<file path="config.mk">
export PLATFORM = sky130hd
export DESIGN_NAME = tgi_interp
export DESIGN_NICKNAME = d
export VERILOG_FILES = /design/src/hw/rtl/tgi_pkg.sv /design/src/hw/rtl/tgi_interp.sv
export SDC_FILE = /design/constraint.sdc
export NUM_CORES = 2
export LEC_CHECK = 0
export BUFFER_PORTS_ARGS = -buffer_cell sky130_fd_sc_hd__buf_2
export CORE_MARGIN = 4
export CORE_UTILIZATION = 40
export CTS_BUF_LIST = sky130_fd_sc_hd__clkbuf_8
export CTS_CLUSTER_DIAMETER = 80
export DETAILED_ROUTE_END_ITERATION = 7
export GPL_TIMING_DRIVEN = 0
export PLACE_DENSITY = 0.55
export SLEW_MARGIN = 20
export SYNTH_ARGS = -nofsm -noshare
export SYNTH_HDL_FRONTEND = slang
export SYNTH_SLANG_ARGS = --single-unit
</file>
<file path="constraint.sdc">
create_clock -name clk_i -period 18.8 [get_ports clk_i]
set_clock_uncertainty 0.15 [all_clocks]
set_input_delay 0.94 -clock clk_i [delete_from_list [all_inputs] [get_ports clk_i]]
set_output_delay 0.94 -clock clk_i [all_outputs]
set_load 0.005 [all_outputs]
</file>
<file path="src/hw/rtl/tgi_pkg.sv">
`default_nettype none
package tgi_pkg;

  localparam int unsigned TABLE_DEPTH = 64;
  localparam int unsigned IDX_W = $clog2(TABLE_DEPTH);
  localparam int unsigned CNT_W = $clog2(TABLE_DEPTH + 1);
  localparam int unsigned YEAR_W = 24;
  localparam int unsigned LEVEL_W = 20;
  localparam int unsigned ENTRY_W = YEAR_W + LEVEL_W;
  localparam int unsigned LOG_W = 21;
  localparam logic [LEVEL_W-1:0] LEVEL_MAX = '1;

  // action codes carried in tuser
  typedef enum logic [1:0] {
    ACT_CLEAR = 2'd0,
    ACT_LOAD  = 2'd1,
    ACT_QUERY = 2'd2
  } action_e;

  // result status codes
  typedef enum logic [1:0] {
    STAT_OK    = 2'd0,
    STAT_RANGE = 2'd1,
    STAT_FULL  = 2'd2
  } status_e;

  // request to the interpolation unit
  typedef struct packed {
    logic              start;
    logic [YEAR_W-1:0]  year_b;
    logic [YEAR_W-1:0]  year_a;
    logic [YEAR_W-1:0]  year_q;
    logic [LEVEL_W-1:0] level_b;
    logic [LEVEL_W-1:0] level_a;
  } interp_req_t;

  // response from the interpolation unit
  typedef struct packed {
    logic              done;
    logic [LEVEL_W-1:0] level;
  } interp_rsp_t;

  typedef logic [31:0] exp_tbl_t [17];

  // integer square root rounded down
  function automatic logic [63:0] isqrt64(input logic [63:0] v);
    logic [63:0] res;
    logic [63:0] bits;
    logic [63:0] vv;
    res = '0;
    bits = 64'd1 << 62;
    vv = v;
    for (int s = 0; s < 32; s++) begin
      if (bits > vv) bits = bits >> 2;
    end
    for (int s = 0; s < 32; s++) begin
      if (bits != 0) begin
        if (vv >= res + bits) begin
          vv = vv - (res + bits);
          res = (res >> 1) + bits;
        end else begin
          res = res >> 1;
        end
        bits = bits >> 2;
      end
    end
    return res;
  endfunction

  // 2^(2^-k) in q2.30 for k = 0..16
  function automatic exp_tbl_t gen_exp_tbl();
    exp_tbl_t t;
    logic [63:0] c;
    c = 64'd1 << 31;
    t[0] = c[31:0];
    for (int k = 1; k < 17; k++) begin
      c = isqrt64(c << 30);
      t[k] = c[31:0];
    end
    return t;
  endfunction

  localparam exp_tbl_t EXP_TBL = gen_exp_tbl();

endpackage
`default_nettype wire

</file>
<file path="src/hw/rtl/tgi_interp.sv">
`default_nettype none
module tgi_interp import tgi_pkg::*; (
  input  wire logic        clk_i,
  input  wire logic        rst_ni,
  input  wire interp_req_t req_i,
  output interp_rsp_t      rsp_o
);

  typedef enum logic [2:0] {
    I_IDLE, I_DIV, I_LSET, I_LSQ, I_MIX, I_EXP, I_FIN
  } ist_e;

  ist_e               st_q;
  logic [3:0]         step_q;
  logic [YEAR_W:0]    rem_q;
  logic [YEAR_W-1:0]  den_q;
  logic [15:0]        frac_q;
  logic               sel_q;
  logic [LEVEL_W-1:0] lvl_b_q, lvl_a_q;
  logic [31:0]        mant_q;
  logic [15:0]        lfrac_q;
  logic [4:0]         exp_q;
  logic [LOG_W-1:0]   lb_q, la_q, lg_q;
  logic [31:0]        acc_q;
  logic               done_q;
  logic [LEVEL_W-1:0] level_q;

  logic [31:0]        mul_a, mul_b;
  logic [63:0]        prod;
  logic [YEAR_W:0]    rem2;
  logic [LEVEL_W-1:0] lsel;
  logic [4:0]         top_bit;
  logic [32:0]        sq;
  logic               lbit;
  logic [15:0]        lfrac_nx;
  logic               la_ge;
  logic [LOG_W-1:0]   ldiff;
  logic [LOG_W-1:0]   lstep;
  logic [63:0]        shifted;
  logic [33:0]        rounded;

  assign rsp_o = '{done: done_q, level: level_q};

  // shared multiplier operand select
  always_comb begin
    la_ge = la_q >= lb_q;
    ldiff = la_ge ? la_q - lb_q : lb_q - la_q;
    case (st_q)
      I_LSQ: begin
        mul_a = mant_q;
        mul_b = mant_q;
      end
      I_MIX: begin
        mul_a = 32'(ldiff);
        mul_b = 32'(frac_q);
      end
      I_EXP: begin
        mul_a = acc_q;
        mul_b = EXP_TBL[5'(step_q) + 5'd1];
      end
      default: begin
        mul_a = '0;
        mul_b = '0;
      end
    endcase
    prod = mul_a * mul_b;
  end

  // datapath helpers
  always_comb begin
    rem2 = {rem_q[YEAR_W-1:0], 1'b0};
    lsel = sel_q ? lvl_a_q : lvl_b_q;
    top_bit = '0;
    for (int b = 0; b < LEVEL_W; b++) begin
      if (lsel[b]) top_bit = 5'(b);
    end
    sq = prod[63:31];
    lbit = sq[32];
    lfrac_nx = {lfrac_q[14:0], lbit};
    lstep = LOG_W'((prod + 64'h8000) >> 16);
    shifted = {32'd0, acc_q} << exp_q;
    rounded = 34'((shifted + 64'h2000_0000) >> 30);
  end

  // sequencer: divide, two logs, mix, exp, round
  always_ff @(posedge clk_i or negedge rst_ni) begin
    if (!rst_ni) begin
      st_q   <= I_IDLE;
      done_q <= 1'b0;
    end else begin
      done_q <= 1'b0;
      case (st_q)
        I_IDLE: begin
          if (req_i.start) begin
            rem_q   <= {1'b0, req_i.year_q - req_i.year_b};
            den_q   <= req_i.year_a - req_i.year_b;
            lvl_b_q <= req_i.level_b;
            lvl_a_q <= req_i.level_a;
            step_q  <= '0;
            st_q    <= I_DIV;
          end
        end
        I_DIV: begin
          if (rem2 >= {1'b0, den_q}) begin
            rem_q  <= rem2 - {1'b0, den_q};
            frac_q <= {frac_q[14:0], 1'b1};
          end else begin
            rem_q  <= rem2;
            frac_q <= {frac_q[14:0], 1'b0};
          end
          step_q <= step_q + 4'd1;
          if (step_q == 4'd15) begin
            sel_q <= 1'b0;
            st_q  <= I_LSET;
          end
        end
        I_LSET: begin
          exp_q   <= top_bit;
          mant_q  <= 32'(lsel) << (5'd31 - top_bit);
          lfrac_q <= '0;
          step_q  <= '0;
          st_q    <= I_LSQ;
        end
        I_LSQ: begin
          mant_q  <= lbit ? sq[32:1] : sq[31:0];
          lfrac_q <= lfrac_nx;
          step_q  <= step_q + 4'd1;
          if (step_q == 4'd15) begin
            if (!sel_q) begin
              lb_q  <= {exp_q, lfrac_nx};
              sel_q <= 1'b1;
              st_q  <= I_LSET;
            end else begin
              la_q <= {exp_q, lfrac_nx};
              st_q <= I_MIX;
            end
          end
        end
        I_MIX: begin
          lg_q   <= la_ge ? lb_q + lstep : lb_q - lstep;
          acc_q  <= 32'h4000_0000;
          step_q <= '0;
          st_q   <= I_EXP;
        end
        I_EXP: begin
          if (lg_q[4'd15 - step_q]) acc_q <= prod[61:30];
          step_q <= step_q + 4'd1;
          if (step_q == 4'd15) begin
            exp_q <= lg_q[LOG_W-1:16];
            st_q  <= I_FIN;
          end
        end
        I_FIN: begin
          done_q <= 1'b1;
          if (exp_q > 5'd20 || rounded > 34'(LEVEL_MAX)) begin
            level_q <= LEVEL_MAX;
          end else begin
            level_q <= rounded[LEVEL_W-1:0];
          end
          st_q <= I_IDLE;
        end
        default: st_q <= I_IDLE;
      endcase
    end
  end

endmodule
`default_nettype wire

</file>
==> key figures <==
Outcome
  – Outcome: completed

Setup path
  – Crit Path Class: reg -> reg
  – Critical path arrival: 18.17 ns
  – Critical R2R Capture: lg_q[20]$_DFFE_PP_
  – Max incr delay on CP: 0.96 ns
  – RR Startpoint: lb_q[12]$_DFFE_PP_
  – Reg2reg path depth: 55
  – Worst path slowest cell: a22oi_1
  – Worst Path Required: 19.05 ns
  – Crit path to: lg_q[20]$_DFFE_PP_
  – R2R setup slack: 0.88 ns
  – CP max FO: 10
  – Setup crit end kind: register
  – Launch point of the worst path: lb_q[12]$_DFFE_PP_
  – Worst setup SP type: register

STA
  – Fin Hold WS: 0.2877 ns
  – Setup TNS Final: 0 ns
  – Slew margin rel.: 0.1120
  – Final hold vios: 0
  – Fin crit share: 0.9531
  – Tightest Pin Transition: 1.320 ns
  – Worst setup margin: 0.8808 ns
  – Final setup viols: 0
  – Min Tclk post-route: 17.92 ns
  – Fin. max-slew vios: 0
  – Unrepaired setup endpoints after global routing: no
  – Fmax: 0.05581 GHz

Clocking
  – CTS tree: done
  – TritonCTS buffer count: 52
  – H-tree depth: 2
  – Clk sinks: 280
  – Setup Fix Bufs, Post-CTS: 0
  – Worst-Skew Late Latency: 0.68 ns
  – Reg clk slew, reported paths: 0.07 ns
  – Max Buffers Root-to-Sink: 3
  – Root buf cell: clkbuf_8

Detailed routing
  – Iter 0 DRT Violations: 4318
  – Routed WL per cell: 25.15 um
  – Via Count: 45521
  – DRT antenna net count: 0
  – Vias per cell: 5.562
  – Detailed-router iteration count before antenna repair: 8
  – WL final: 205800 um
  – Post-route DRC: 0

Synth
  – Most used DFF post-synth: edfxtp_1
  – Seq cells post-synth: 280
  – EDFF count, synth: 276
  – Async S/R FF share, synth: 0.01429
  – Synth cell types: 92
  – Mean Syn Cell Area: 8.918 um^2
  – Yosys Warn Count: 0
  – Synthesized area: 54680 um^2
  – Sequential-to-total area share from yosys stat: 0.1534
  – Gate count after technology mapping: 6131
  – Mapped Nets: 7553

Global route
  – Tot GR Track Use: 0.2888
  – Largest net degree at the start of global routing: 45
  – Grt total ovfl: 0
  – Initial antenna violation count: 8
  – First-pass GRT wire length: 303500 um
  – Number of global-route vias before repair: 46154

Cells and area
  – Most common cell after layout, fill and taps aside: inv_1
  – Area Overhead vs Synth: 8.286%
  – Layout cells sized above 1: 0.06331
  – Commonest cells after routing, fill and taps aside: inv_1, nand2_1, fa_1
  – Nets: 7779

Die
  – Starting density of the core: 0.4031
  – Chip width: 377.7 um
  – Height of the die: 377.7 um
  – Core ar.: 135600 um^2
  – Io pins: 136
  – FP Rows: 135
  – Die area: 142700 um^2

Place
  – Dpl hpwl: 172500 um
  – DP Worst Slack: 1.007 ns
  – GPL Wtd Cong: 1.004
  – Port bufs: 135

Worst hold path
  – HP Class: in -> reg

Flow run
  – Max-cap violation count: 0
## critical path, delay by kind of cell (launching register included)
| family | cells | cell delay [ns] |
|---|---|---|
| compound gates | 18 | 5.94 |
| buf+inv | 12 | 2.29 |
| fa+ha+maj | 11 | 4.55 |
| flops | 1 | 0.50 |
| simple gates | 11 | 3.35 |
| xor+xnor | 3 | 0.81 |
## worst min-delay path by stage
stage / startpoint / end / cells past startpoint
6_report: req_i[27] / lvl_b_q[7]$_DFFE_PP_ / 1
5_1_grt: req_i[25] / lvl_b_q[5]$_DFFE_PP_ / 1
4_1_cts: req_i[27] / lvl_b_q[7]$_DFFE_PP_ / 1
3_5_place_dp: lfrac_q[14]$_SDFFCE_PN0P_ / la_q[15]$_DFFE_PP_ / 0
3_3_place_gp: lfrac_q[14]$_SDFFCE_PN0P_ / la_q[15]$_DFFE_PP_ / 0
2_1_floorplan: frac_q[0]$_DFFE_PP_ / frac_q[1]$_DFFE_PP_ / 0
## Yosys cell counts, types with 15 or more instances
cell type     n  area [um^2]
inv_1      1078         4046
nand2_1     912         3423
fa_1        901        18040
nor2_1      590         2215
ha_1        406         5080
edfxtp_1    276         8288
clkbuf_1    250        938.4
a21oi_1     218         1091
o21ai_0     168        840.8
xnor2_1     111        972.2
mux2i_1      99        991.0
and2_1       90        563.0
a21o_1       77        578.1
xor2_1       72        630.6
nand3_1      71        355.3
nor3_1       70        350.3
mux4_2       43        968.4
o21a_1       42        315.3
o21bai_1     38        285.3
nand2b_1     36        225.2
and3_1       32        200.2
a22oi_1      31        232.7
nor2b_1      31        193.9
o211ai_1     29        217.7
a21boi_0     28        210.2
buf_1        28        105.1
a31oi_1      27        168.9
a211oi_1     25        187.7
or3_1        23        143.9
a221oi_1     22        192.7
a22o_1       17        148.9
buf_2        17        85.08
nand4_1      17        106.4
mux2_2       16        180.2
o31ai_1      16        120.1
nor4_1       15        93.84
## logic make-up after synthesis
family	synth area share
AND/OR/NAND/NOR	0.1531
buffers and inverters	0.09606
adder cells (fa/ha/maj)	0.4228
AO/OA/AOI/OAI	0.1053
flip-flops	0.1534
XOR/XNOR	0.03023
multiplexers	0.03913
## layer usage
metal	GRT usage	vias to the layer above	routed length (um)
met3	0.04768	463	17410
met4	0.1305	6	11750
li1	-	20104	-
met5	0	-	48
met1	0.3887	22855	84920
met2	0.4584	2093	91720
## repair_timing
| item | CTS | global route |
|---|---|---|
| endpoints found under the hold margin | 4 | 0 |
| hold buffers | 1 | 0 |
| endpoints found under the setup margin | 0 | 1 |
| gates resized for setup | 0 | 10 |
## area by class of cell
cell class              instances  area [um^2]
inverters                    1081         4058
plain buffers                 302         1200
diodes                          6        15.01
fillers                     13638        76430
multi-input cells            4467        41190
repair buffers                173         1040
flip-flops and latches        280         8388
well taps                    1781         2228
clock buffers                  52        715.7
clock inverters                42        369.1
## registers in the layout, indices dropped and copies added, names as in the netlist, 4 cells and up
signal	cells
step_q	4
lvl_a_q	20
frac_q	16
acc_q	32
den_q	24
lb_q	21
level_q	20
la_q	21
lfrac_q	15
mant_q	32
lg_q	21
lvl_b_q	20
exp_q	5
rem_q	24
## stage by stage
stage / util / area, um^2 / instances
2_1_floorplan: - / 54680 / 6131
3_3_place_gp: 0.4245 / 57580 / 8047
3_5_place_dp: 0.4282 / 58080 / 8082
5_1_grt: 0.4364 / 59200 / 8179
6_report: 0.4365 / 59210 / 8184
4_1_cts: 0.4363 / 59180 / 8177
Power is not shown: default switching activity piles up to over one toggle a cycle in this logic, so the estimate is an artifact.
