File: src/hw/rtl/tgi_ram.sv
`default_nettype none
module tgi_ram #(
  parameter int unsigned WIDTH = 8,
  parameter int unsigned DEPTH = 16
) (
  input  wire logic                     clk_i,
  input  wire logic                     we_i,
  input  wire logic [$clog2(DEPTH)-1:0] waddr_i,
  input  wire logic [WIDTH-1:0]         wdata_i,
  input  wire logic [$clog2(DEPTH)-1:0] raddr_i,
  output logic      [WIDTH-1:0]         rdata_o
);

  logic [WIDTH-1:0] mem_q [DEPTH];

  // one write port, registered read port
  always_ff @(posedge clk_i) begin
    if (we_i) mem_q[waddr_i] <= wdata_i;
    rdata_o <= mem_q[raddr_i];
  end

endmodule
`default_nettype wire

File: config.mk
export PLATFORM = sky130hd
export DESIGN_NAME = tgi_ram
export DESIGN_NICKNAME = d
export VERILOG_FILES = /design/src/hw/rtl/tgi_ram.sv
export SDC_FILE = /design/constraint.sdc
export NUM_CORES = 1
export LEC_CHECK = 0
export BUFFER_PORTS_ARGS = -buffer_cell sky130_fd_sc_hd__buf_2
export CAP_MARGIN = 10
export CORE_MARGIN = 2
export CORE_UTILIZATION = 50
export DETAILED_ROUTE_END_ITERATION = 7
export GPL_ROUTABILITY_DRIVEN = 0
export HOLD_SLACK_MARGIN = 0.1
export PLACE_DENSITY = 0.71
export SKIP_CTS_REPAIR_TIMING = 1
export SYNTH_ARGS = -nofsm -noshare
export SYNTH_HDL_FRONTEND = slang
export SYNTH_SLANG_ARGS = --single-unit
File: constraint.sdc
create_clock -name clk_i -period 2.24 [get_ports clk_i]
set_input_delay 0.112 -clock clk_i [delete_from_list [all_inputs] [get_ports clk_i]]
set_output_delay 0.112 -clock clk_i [all_outputs]
set_load 0.01 [all_outputs]
==> flow_results.org, run 1 <==
** Cells and area
- Compared with the post-synthesis result, the final layout area differs by 20.3%.
- Summing all non-filler instances in the final layout gives an area of 6190 um2.
- The library cells used most frequently in the layout, excluding fill and tap cells, are edfxtp_1, buf_2, mux4_2.
- Most frequent standard cell in the layout excluding fill and tap cells :: edfxtp_1
- Layout Cells excl Fill :: 437
- Fill cells in the final layout number between 600 and 700.
- The net count of the finished layout is 306.
- N_diodes :: 0
- The post-route netlist has 30.2% of its cells at a drive strength greater than 1.

** Clock network
- Number of H-tree branching levels :: 4
- Buffer levels on the longest clock path :: 2
- Total CTS buffers :: 17
- Clock network latency to the later pin of the worst-skew pair :: 0.51 ns
- In this run the clock root is driven by a clkbuf_8.
- Clock-pin slew of the registers on the worst-case setup and hold paths :: 0.06 ns
- For this design, the sink count on the clock tree is 136.
- TritonCTS built the clock tree.

** Route
- Count of antenna-violating nets left after detailed routing :: 0
- The first detailed-routing pass took 4 iterations.
- Via-to-Cell Ratio :: ~5.6
- In the final routed layout, each cell accounts on average for 22.2 um.
- After the first detailed-routing iteration, the DRC count stood at 209.
- Detailed-route via count :: 2,461
- After detailed routing, the number of remaining DRC violations is 0.
- The routed design has 9680 um of wire.

** Worst setup path
- STA classifies the critical path endpoint as a flip-flop.
- At the worst endpoint, the required time is around 2.6 ns.
- Maximum fanout along the worst path :: 1
- Data arrives at the worst endpoint at 1.76 ns.
- The worst setup path is of the reg -> reg kind.
- The worst setup path is launched from a flip-flop.

** Timing
- The number of pins exceeding their max-slew limit in the final report is 0.
- Final worst clock skew :: 0.00717 ns
- Adding up every negative setup slack in the final design gives 0 ns.
- The final-report hold violation count is 0.
- Crit share post-route :: 61.4%
- Relative slew slack :: 52.2%
- Across all setup checks in the final design, the least slack found is 0.865 ns.
- At the pin with the least slew margin, the transition time is 0.715 ns.
- Setup violations, final :: 0
- Shortest clock period the worst path allows after layout :: approximately 1.4 ns
- RSZ-0062 raised after global routing :: false
- Timing would allow up to around 730 MHz.

** Place
- Placement-stage worst setup slack :: 0.580 ns
- Port buffering added 25 buffers.
- Once detailed placement completed, the half-perimeter wirelength came to 5900 um.
- Including well taps, the total number of placed cells is 397.
- Post-Place Cell Area :: 5510 um2

** Yosys
- Top cell type's share of synthesized area :: 74.7%
- Mean instance size in the synthesized netlist :: 22.5 um2
- For this run, asynchronously set or reset flops after synthesis account for 0%.
- Counting distinct cell types in the post-synthesis netlist gives 19.
- Top cell type by total area after synthesis :: edfxtp_1
- Cells taking the most area after synthesis :: edfxtp_1, mux4_2, mux4_1
- Most common flop cell mapped by yosys :: edfxtp_1
- Yosys warns :: 0
- Number of standard cells after synthesis :: 229
- Fraction of the yosys area taken by sequential cells :: 77.8%
- The synthesized design contains 128 enable-type register cells.
- Synth Register Bits :: between 100 and 150
- Syn_nets :: approximately 250
- Post-synth design cell area :: about 5000 um2

** Floorplan
- The initial utilization of the core area, before any placement, comes to 50.8%.
- Y dimension of the die :: 105 um
- The floorplan step defined a die boundary enclosing 11,100 um2.
- Num ports :: 26
- The core region is ~10,000 um2.
- Std cell rows :: 37
- In this run the horizontal extent of the chip is 105 um.

** Global routing
- Total global-route track usage :: 19.0%
- Global routing used around 29% of the available met2 tracks.
- Number of antenna violations at the first check in global routing :: 0
- The first global-routing pass estimated 14,900 um of wire.
- Gr ovfl total :: 0
- The number of global-route vias before repair is about 2.5k.
- The global routing stage identified its most utilized layer as met2.
- Met3 global-route usage :: 4.39%
- Entering global routing, the biggest net connects 33 pins.
- Met1 Resource Use GR :: 26.5%

** Power and ir drop
- P_sw :: approximately 1.2 mW
- Cell-internal power :: 4.77 mW
- In this run, the clock network consumes a little under half of the power.
- In this run switching power makes up 19.6% of total power.
- Across the VDD grid, the largest voltage drop is 458 uV.
- The share of total power dissipated in sequential elements is 48.2%.
- For this design the static power due to leakage is 2.11 nW.
- Combinational fraction of design power :: 4.7%
- In this run the power density over the cells is approximately 960 nW/um2.

** Run status
- The flow ran to the end, and the final reports show no timing, DRC or antenna violations.

** Worst hold path
- In this run the worst hold path is classified as in -> reg.

** Run
- Maximum capacitance violations :: 0
==> state kept, by name, summed over array words and instances, names as in the netlist <==
signal and cells:
mem_q 128, rdata_o 8
==> metrics by stage <==
| stage | power, mW | hold WS [ns] | utilization, % |
|---|---|---|---|
| 2_1_floorplan | 3.06 | 0.211 | - |
| 6_report | 5.93 | 0.107 | 61.1 |
| 3_3_place_gp | 3.17 | 0.499 | 54.3 |
| 4_1_cts | 5.96 | -0.0321 | 60.3 |
| 3_5_place_dp | 3.18 | 0.506 | 54.3 |
| 5_1_grt | 6.10 | 0.116 | 61.1 |
==> cell families after synthesis <==
family	count (synthesis)	synth area share [%]
buffers and inverters	10	1.68
and+or+nand+nor	35	3.18
AOI/OAI and AO/OA	16	2.33
DFF	136	77.8
muxes	32	15.0
==> routing by layer <==
| layer | share of wire [%] | vias up |
|---|---|---|
| li1 | - | 1096 |
| met1 | 43 | 1263 |
| met2 | 49 | 86 |
| met3 | 6.0 | 16 |
| met4 | 2.0 | 0 |
| met5 | 0 | - |
==> final cells by class <==
type                       count  area, um2  area share [%]
clock buffer                  19        422            6.81
clock inverter                13        180            2.91
multi-input combinational     83       1060            17.1
sequential                   136       4000            64.7
tap                          136        170            2.75
timing repair buffer          50        358            5.78
==> final timing paths <==
kind / depth (start not counted) / from / endpoint / slack, ns
worst min register to register: 3 / mem_q[15][5] / rdata_o[5] / 0.67
worst max register to register: 3 / mem_q[3][6] / rdata_o[6] / 0.87
worst max-delay path: 3 / mem_q[3][6] / rdata_o[6] / 0.87
worst min-delay path: 3 / waddr_i[2] / mem_q[2][6] / 0.11
==> power by group through the flow <==
| stage | registers (mW) | logic [mW] | clock network [mW] |
|---|---|---|---|
| floorplan | 2.92 | 0.144 | 0 |
| global placement | 2.91 | 0.261 | 0 |
| detailed placement | 2.91 | 0.267 | 0 |
| CTS | 2.86 | 0.269 | 2.83 |
| global route | 2.87 | 0.301 | 2.94 |
| finish | 2.86 | 0.277 | 2.79 |
==> cells in the mapped netlist (2+ instances only) <==
cell type and count:
nand2b_1 2, mux4_1 14, dfxtp_1 8, nor3_1 4, a22oi_1 16, buf_6 3
mux4_2 18, edfxtp_1 128, nand3b_1 2, buf_2 3, nor2_1 13, nand2_1 9
clkdlybuf4s25_2 3
==> worst max-delay path: stages (launching register included) <==
cell      delay [ns]
edfxtp_1        0.35
mux4_2          0.47
a22oi_1         0.31
nand2_1         0.12
Power figures use the tool's default switching activity.
==> inputs of run 2 (changes only) <==
--- a/config.mk
+++ b/config.mk
@@ -12,7 +12,7 @@
 export DETAILED_ROUTE_END_ITERATION = 7
 export GPL_ROUTABILITY_DRIVEN = 0
 export HOLD_SLACK_MARGIN = 0.1
-export PLACE_DENSITY = 0.71
+export PLACE_DENSITY = 0.74
 export SKIP_CTS_REPAIR_TIMING = 1
 export SYNTH_ARGS = -nofsm -noshare
 export SYNTH_HDL_FRONTEND = slang
==> constraint.sdc (replaced) <==
create_clock -name clk_i -period 1.1 [get_ports clk_i]
set_input_delay 0.055 -clock clk_i [delete_from_list [all_inputs] [get_ports clk_i]]
set_output_delay 0.055 -clock clk_i [all_outputs]
set_load 0.01 [all_outputs]
==> run 2 against run 1 <==
  * The flow now finishes with violations (setup timing)
  * Register-to-register slack worse by 1.1 ns
  * Die area is the same
  * Global-route usage down 0.20 points
  * Sequential share of layout area down 1.3 points
  * Combinational power is 130% higher
  * Critical path type unchanged
  * Largest cell class unchanged
  * Largest power group unchanged
==> flow_results.org, run 2 (synthesized netlist as in run 1, its figures left out) <==
** Worst setup path
- Crit path cell chain: mux4_2, a22oi_1, nand2_1 (unchanged).
- CP required :: 1.48 ns (was 2.62 ns)
- The kind of critical path is reg -> reg (unchanged).
- The kind of capture point of the worst setup path was a flip-flop (unchanged).
- The largest driver fanout on the critical path was 1 (unchanged).
- The master of the slowest instance on the critical path is mux4_2 (unchanged).
- Arrival time of data at the critical path endpoint :: 1.74 ns (was 1.76 ns)
- Total buffers and inverters traversed by the critical path :: 0 (unchanged)
- Kind of cell adding the most delay to the critical path :: multiplexers (unchanged)
- Crit-path max cell delay :: 0.45 ns (was 0.47 ns)
- Startpoint type of the worst setup path :: flip-flop (unchanged)

** Floorplan
- Y dimension of the die :: 105 um (unchanged)
- Std cell rows :: 37 (unchanged)
- Initial core utilization :: 50.8% (unchanged)
- The I/O pin total came to 26 (unchanged).
- DIE AREA :: 11,100 um2 (unchanged)
- Horizontal die dimension :: 105 um (unchanged)
- The standard cell core area came to 10,100 um2 (unchanged).

** Global routing
- The largest net degree at the start of global routing is 18 (was 33).
- The remaining global-route overflow is 0 (unchanged).
- Total global-route track usage :: 18.8% (was 19.0%)
- Number of antenna violations at the first check in global routing :: 0 (unchanged)
- Number of global-route vias before repair :: 2,546 (was 2,481)
- Global-route wire length before repair :: 14,400 um (was 14,900 um)

** Cells and area
- Most frequent cells in the layout: edfxtp_1, mux4_2, buf_2 (was edfxtp_1, buf_2, mux4_2).
- The largest register by flop count is mem_q (unchanged).
- Layout Cells excl Fill :: 452 (was 437)
- Layout-stage area growth over the synthesis result :: 22.9% (was 20.3%)
- The share of post-route cells with drive strength above 1 was 40.2% (was 30.2%).
- The share of the core filled with cells in the final layout came to 62.4% (was 61.1%).
- The number of flip-flops under the largest register name came to 128 (unchanged).
- The leading cell type in the layout, fill and taps excluded is edfxtp_1 (unchanged).
- The number of filler instances in the final layout came to 694 (was 696).
- The total number of nets in the final design came to 321 (was 306).
- Largest registers :: mem_q: 128 flops, rdata_o: 8 flops (unchanged)
- The number of diodes came to 0 (unchanged).

** Timing
- Final worst hold slack :: 0.129 ns (was 0.107 ns)
- Shortest clock period the worst path allows after layout :: 1.36 ns (was 1.37 ns)
- The worst clock skew on the final layout came to 0.00652 ns (was 0.00717 ns).
- Crit share post-route :: 123% (was 61.4%)
- Fin Setup TNS :: -1.37 ns (was 0 ns)
- Highest clock rate :: 737 MHz (was 727 MHz)
- Relative slew slack :: 46.2% (was 52.2%)
- The worst path setup slack after routing was -0.258 ns (was 0.865 ns).
- RSZ-0062 raised after global routing :: true (was false)
- The final count of negative-setup-slack endpoints was 8 (was 0).
- Number of pins with negative max-slew slack in the final report :: 0 (unchanged)
- The final-report hold violation count was 0 (unchanged).
- Slew at the pin with the worst max-slew slack :: 0.804 ns (was 0.715 ns)

** Power and ir drop
- The leakage power figure came to 2.14 nW (was 2.11 nW).
- P_sw :: 2.27 mW (was 1.16 mW)
- Power share of the sequential group :: 51.6% (was 48.2%)
- Clock group share of total power :: 42.7% (was 47.1%)
- Max rail drop VDD :: 799 uV (was 458 uV)
- Combinational fraction of design power :: 5.7% (was 4.7%)
- Cell-internal power :: 9.05 mW (was 4.77 mW)
- The switching power share of the total came to 20.1% (was 19.6%).
- The ratio of total power to cell area came to 1790 nW/um2 (was 958 nW/um2).

** Route
- Count of antenna-violating nets left after detailed routing :: 0 (unchanged)
- The number of optimization iterations in the first detailed-route pass came to 4 (unchanged).
- The average wire per standard cell was 21.1 um (was 22.2 um).
- The residual DRC count is 0 (unchanged).
- Routed WL :: 9530 um (was 9680 um)
- The via-per-instance ratio is 5.48 (was 5.63).
- Detailed router's first-iteration violation count :: 185 (was 209)
- Detailed-route via count :: 2,478 (was 2,461)

** Clock network
- The maximum level of the CTS H-tree came to 4 (unchanged).
- Buffer levels on the longest clock path :: 2 (unchanged)
- The TritonCTS clock tree is yes (unchanged).
- The TritonCTS sink count was 136 (unchanged).
- Clock-pin slew of the registers on the worst-case setup and hold paths :: 0.06 ns (about the same)
- The CTS root buffer is clkbuf_8 (unchanged).
- The number of buffers created by CTS is 17 (unchanged).
- Clock network latency to the later pin of the worst-skew pair :: 0.52 ns (was 0.51 ns)

** Place
- Port-buffer cells :: 25 (unchanged)
- DP Cell Count :: 410 (was 397)
- Placement-stage worst setup slack :: -0.398 ns (was 0.580 ns)
- Post-DP HPWL :: 6220 um (was 5900 um)

** Run
- The count of maximum capacitance violations was 0 (unchanged).

** Run status
- Run status: finished with violations (was completed).
- Failing checks :: setup timing

** Worst hold path
- Hold WC Path Type :: in -> reg (unchanged)
[run 2: tightest hold or removal path: stages]
cell     delay [ns]
buf_2          0.15
buf_12         0.14
mux4_1         0.14
a22oi_1        0.07
nand2_1        0.05
[run 2: layout make-up]
class                   instances  area, um2  share of cell area, %
flip-flops and latches        136       4010                   63.3
multi-input cells              83       1070                   17.0
repair buffers                 65        563                   8.90
clock buffers                  20        425                   6.72
well taps                     136        170                   2.69
clock inverters                12       87.6                   1.38
[run 2: final timing paths]
check	startpoint	endpoint	slack, ns	cells after the start
worst max register to register	mem_q[8][0]	rdata_o[0]	-0.26	3
worst min register to register	mem_q[12][5]	rdata_o[5]	0.68	3
worst min-delay path	raddr_i[1]	rdata_o[5]	0.13	5
worst max-delay path	mem_q[8][0]	rdata_o[0]	-0.26	3
[run 2: power by group through the flow]
| stage | registers, mW | logic, mW | clock network (mW) |
|---|---|---|---|
| 2_1_floorplan | 5.94 | 0.324 | 0 |
| 3_3_place_gp | 5.93 | 0.601 | 0 |
| 3_5_place_dp | 5.94 | 0.610 | 0 |
| 4_1_cts | 5.84 | 0.614 | 4.91 |
| 5_1_grt | 5.85 | 0.694 | 5.14 |
| 6_report | 5.84 | 0.645 | 4.84 |
[run 2: metrics by stage]
| step | cell area (um2) | power [mW] |
|---|---|---|
| after CTS | 6210 | 11.4 |
| after detailed placement | 5690 | 6.55 |
| after global routing | 6330 | 11.7 |
| after floorplan | 5180 | 6.27 |
| final | 6330 | 11.3 |
| after global placement | 5690 | 6.54 |
[run 2: layer usage]
metal | part of all wire (%) | track usage [%] | up-vias
met4 | 0.94 | 6.10 | 0
met2 | 52 | 29.9 | 92
met3 | 6.5 | 7.11 | 9
met1 | 41 | 24.1 | 1267
li1 | - | - | 1110
met5 | 0 | 0 | -
==> inputs of run 3 (changes only) <==
--- a/config.mk
+++ b/config.mk
@@ -5,14 +5,14 @@
 export SDC_FILE = /design/constraint.sdc
 export NUM_CORES = 1
 export LEC_CHECK = 0
-export BUFFER_PORTS_ARGS = -buffer_cell sky130_fd_sc_hd__buf_2
 export CAP_MARGIN = 10
 export CORE_MARGIN = 2
 export CORE_UTILIZATION = 50
 export DETAILED_ROUTE_END_ITERATION = 7
+export DONT_BUFFER_PORTS = 1
 export GPL_ROUTABILITY_DRIVEN = 0
 export HOLD_SLACK_MARGIN = 0.1
-export PLACE_DENSITY = 0.74
+export PLACE_DENSITY = 0.72
 export SKIP_CTS_REPAIR_TIMING = 1
 export SYNTH_ARGS = -nofsm -noshare
 export SYNTH_HDL_FRONTEND = slang
==> run 3 against run 2 <==
  * The flow finishes with violations (hold timing, setup timing)
  * Critical path type unchanged
  * Clock power rose by 24%
  * Largest power group is now the clock network
  * Highest routed layer unchanged
  * Combinational power fell by 28%
  * First-iteration DRC count rose by 21%
  * Total power rose by 8.9%
  * Flip-flop and latch count did not move
==> flow_results.org, run 3 (synthesized netlist as in run 1, its figures left out) <==
** Cells and area
- The area of the multi-input gates came to 1100 um2 (was 1070 um2).
- Largest registers :: mem_q: 128 flops, rdata_o: 8 flops (unchanged)
- The post-layout instance area came to 6170 um2 (was 6330 um2).
- Layout net count :: 286 (was 321)
- Number of flip-flops in the largest register :: 128 (unchanged)
- The growth of design area from synthesis to finish came to 20.0% (was 22.9%).
- Combined flip-flop and latch cell area :: 4000 um2 (was 4010 um2)
- Register with the most flip-flops :: mem_q (unchanged)
- Proportion of layout cells with a drive suffix above 1 :: 36.1% (was 40.2%)
- Most frequent standard cell in the layout excluding fill and tap cells :: edfxtp_1 (unchanged)
- N_diodes :: 0 (unchanged)
- Layout filler cell count :: 696 (was 694)
- Most frequent cells in the layout :: edfxtp_1, mux4_2, buf_4 (was edfxtp_1, mux4_2, buf_2)

** Timing
- The maximum clock rate came to 776 MHz (was 737 MHz).
- Relative slew slack :: 36.1% (was 46.2%)
- The post-route worst hold slack is -0.135 ns (was 0.129 ns).
- Crit share post-route :: 117% (was 123%)
- The worst path setup slack after routing came to -0.189 ns (was -0.258 ns).
- The transition time at the pin with the least slew margin came to 0.955 ns (was 0.804 ns).
- The final-report hold violation count was 8 (was 0).
- RSZ-0062 raised after global routing :: true (unchanged)
- The time the worst path needs with I/O delays and setup came to 1.29 ns (was 1.36 ns).
- Final worst clock skew :: 0.0110 ns (was 0.00652 ns)
- Setup violations, final :: 104 (was 8)
- Number of pins with negative max-slew slack in the final report :: 0 (unchanged)

** Place
- Post-DP HPWL :: 5940 um (was 6220 um)
- The count of buffers from port buffering came to 0 (was 25).
- Post-Place Cell Area :: 5390 um2 (was 5690 um2)

** Floorplan
- Initial core utilization :: 50.8% (unchanged)
- Num ports :: 26 (unchanged)
- The area enclosed by the die boundary is 11,100 um2 (unchanged).
- Horizontal die dimension :: 105 um (unchanged)
- Std cell rows :: 37 (unchanged)
- The overall die height is 105 um (unchanged).
- Core region area :: 10,100 um2 (unchanged)

** Power and ir drop
- The share of power burned in the clock network was 48.7% (was 42.7%).
- The leakage power figure was 2.01 nW (was 2.14 nW).
- Cell-internal power :: 9.94 mW (was 9.05 mW)
- The worst-case vdd ir drop came to 1080 uV (was 799 uV).
- Switch share :: 19.4% (was 20.1%)
- The ratio of total power to cell area was 2000 nW/um2 (was 1790 nW/um2).
- P_sw :: 2.39 mW (was 2.27 mW)
- The combinational share of power was 3.8% (was 5.7%).
- The part of the total power dissipated in sequential elements was 47.5% (was 51.6%).
- The power after layout was 12.3 mW (was 11.3 mW).

** Run
- Maximum capacitance violations :: 0 (unchanged)

** Worst hold path
- The path type of the worst min-delay path was in -> reg (unchanged).
- The hold path startpoint is raddr_i[1] (unchanged).
- Hold EP :: rdata_o[2] (was rdata_o[5])
- Cell count of the worst hold path :: 3 (was 5)

** Global routing
- Total global-route track usage :: 18.9% (was 18.8%)
- Gr ovfl total :: 0 (unchanged)
- The number of antenna violations at the first check in global routing is 0 (unchanged).
- The wire length of the first global-routing pass was 14,700 um (was 14,400 um).
- Pin count of the biggest net entering global routing :: 33 (was 18)
- The number of global-route vias before repair was 2,412 (was 2,546).

** Route
- The average wire per standard cell is 23.6 um (was 21.1 um).
- Via-to-Cell Ratio :: 5.75 (was 5.48)
- The wire length after detailed routing came to 9840 um (was 9530 um).
- First-pass iteration count of the detailed router :: 4 (unchanged)
- The remaining antenna violation count came to 0 (unchanged).
- The initial detailed-routing violation count came to 224 (was 185).
- Number of remaining DRC errors :: 0 (unchanged)
- The total via count in the routed design came to 2,393 (was 2,478).

** Worst setup path
- CP required :: 1.48 ns (about the same)
- The count of cells along the worst register-to-register path is 3 (unchanged).
- Beginning of the worst register-to-register path :: mem_q[3][0] (was mem_q[8][0])
- Arrival time of data at the critical path endpoint :: 1.67 ns (was 1.74 ns)
- The kind of capture point of the worst setup path is a flip-flop (unchanged).
- Maximum fanout along the worst path :: 1 (unchanged)
- RR Endpoint :: rdata_o[0] (unchanged)
- Type of the worst setup path :: reg -> reg (unchanged)
- The kind of start point of the critical path was a flip-flop (unchanged).
- Flop2flop setup slack :: -0.19 ns (was -0.26 ns)

** Clock network
- The insertion delay to the later sink of the worst-skew pair is 0.51 ns (was 0.52 ns).
- The post-CTS clock slew at the launch and capture registers of the worst setup and hold paths is 0.06 ns (about the same).
- The number of buffers between clock root and the deepest sink was 2 (unchanged).
- Num Clock Sinks :: 136 (unchanged)
- Library cell used as clock root buffer :: clkbuf_8 (unchanged)
- CTS tree :: yes (unchanged)
- Number of H-tree branching levels :: 4 (unchanged)
- Total CTS buffers :: 17 (unchanged)

** Run status
- Run status: finished with violations (unchanged).
- Failing checks: hold timing, setup timing (was setup timing).
## run 3: worst max path at each step
stage | start | to | slack [ns] | cells past startpoint
2_1_floorplan | raddr_i[0] | rdata_o[5] | -0.07 | 5
3_3_place_gp | mem_q[11][2] | rdata_o[2] | -0.21 | 3
3_5_place_dp | mem_q[3][0] | rdata_o[0] | -0.25 | 3
4_1_cts | mem_q[3][0] | rdata_o[0] | -0.27 | 3
5_1_grt | mem_q[3][0] | rdata_o[0] | -0.22 | 3
6_report | mem_q[3][0] | rdata_o[0] | -0.19 | 3
## run 3: worst max-delay path: stages (launching register included)
cell	delay, ns
edfxtp_1	0.37
mux4_2	0.49
a22oi_2	0.22
nand2_1	0.10
## run 3: through the flow
step / cells / TNS [ns] / setup WS [ns] / hold slack (ns) / util (%)
finish: 416 / -9.55 / -0.189 / -0.135 / 60.9
CTS: 406 / -1.70 / -0.269 / -0.383 / 59.5
detailed placement: 375 / -2.22 / -0.253 / 0.154 / 53.2
floorplan: 229 / -0.741 / -0.0696 / 0.154 / -
global route: 416 / -12.69 / -0.217 / -0.149 / 60.9
global placement: 375 / -1.88 / -0.212 / 0.155 / 53.2
## run 3: power by group through the flow
stage | Combinational (mW) | Sequential, mW | Clock, mW
final | 0.462 | 5.86 | 6.01
after global placement | 0.324 | 5.96 | 0
after detailed placement | 0.329 | 5.97 | 0
after global routing | 0.491 | 5.87 | 6.28
after CTS | 0.334 | 5.86 | 6.08
after floorplan | 0.324 | 5.94 | 0
## run 3: area by class of cell
cell class | count | area share, %
Clock buffer | 17 | 6.71
Multi-Input combinational cell | 83 | 17.8
Sequential cell | 136 | 64.8
Tap cell | 136 | 2.76
Timing Repair Buffer | 30 | 4.26
Clock inverter | 14 | 3.63
## run 3: per-layer routing
layer | wire length (um) | part of all wire (%) | global-route usage, % | up-vias
met5 | 0 | 0 | 0 | -
met4 | 69 | 0.70 | 6.57 | 0
met3 | 612 | 6.2 | 4.58 | 5
met2 | 4940 | 50 | 29.0 | 100
met1 | 4220 | 43 | 26.8 | 1246
li1 | - | - | - | 1042
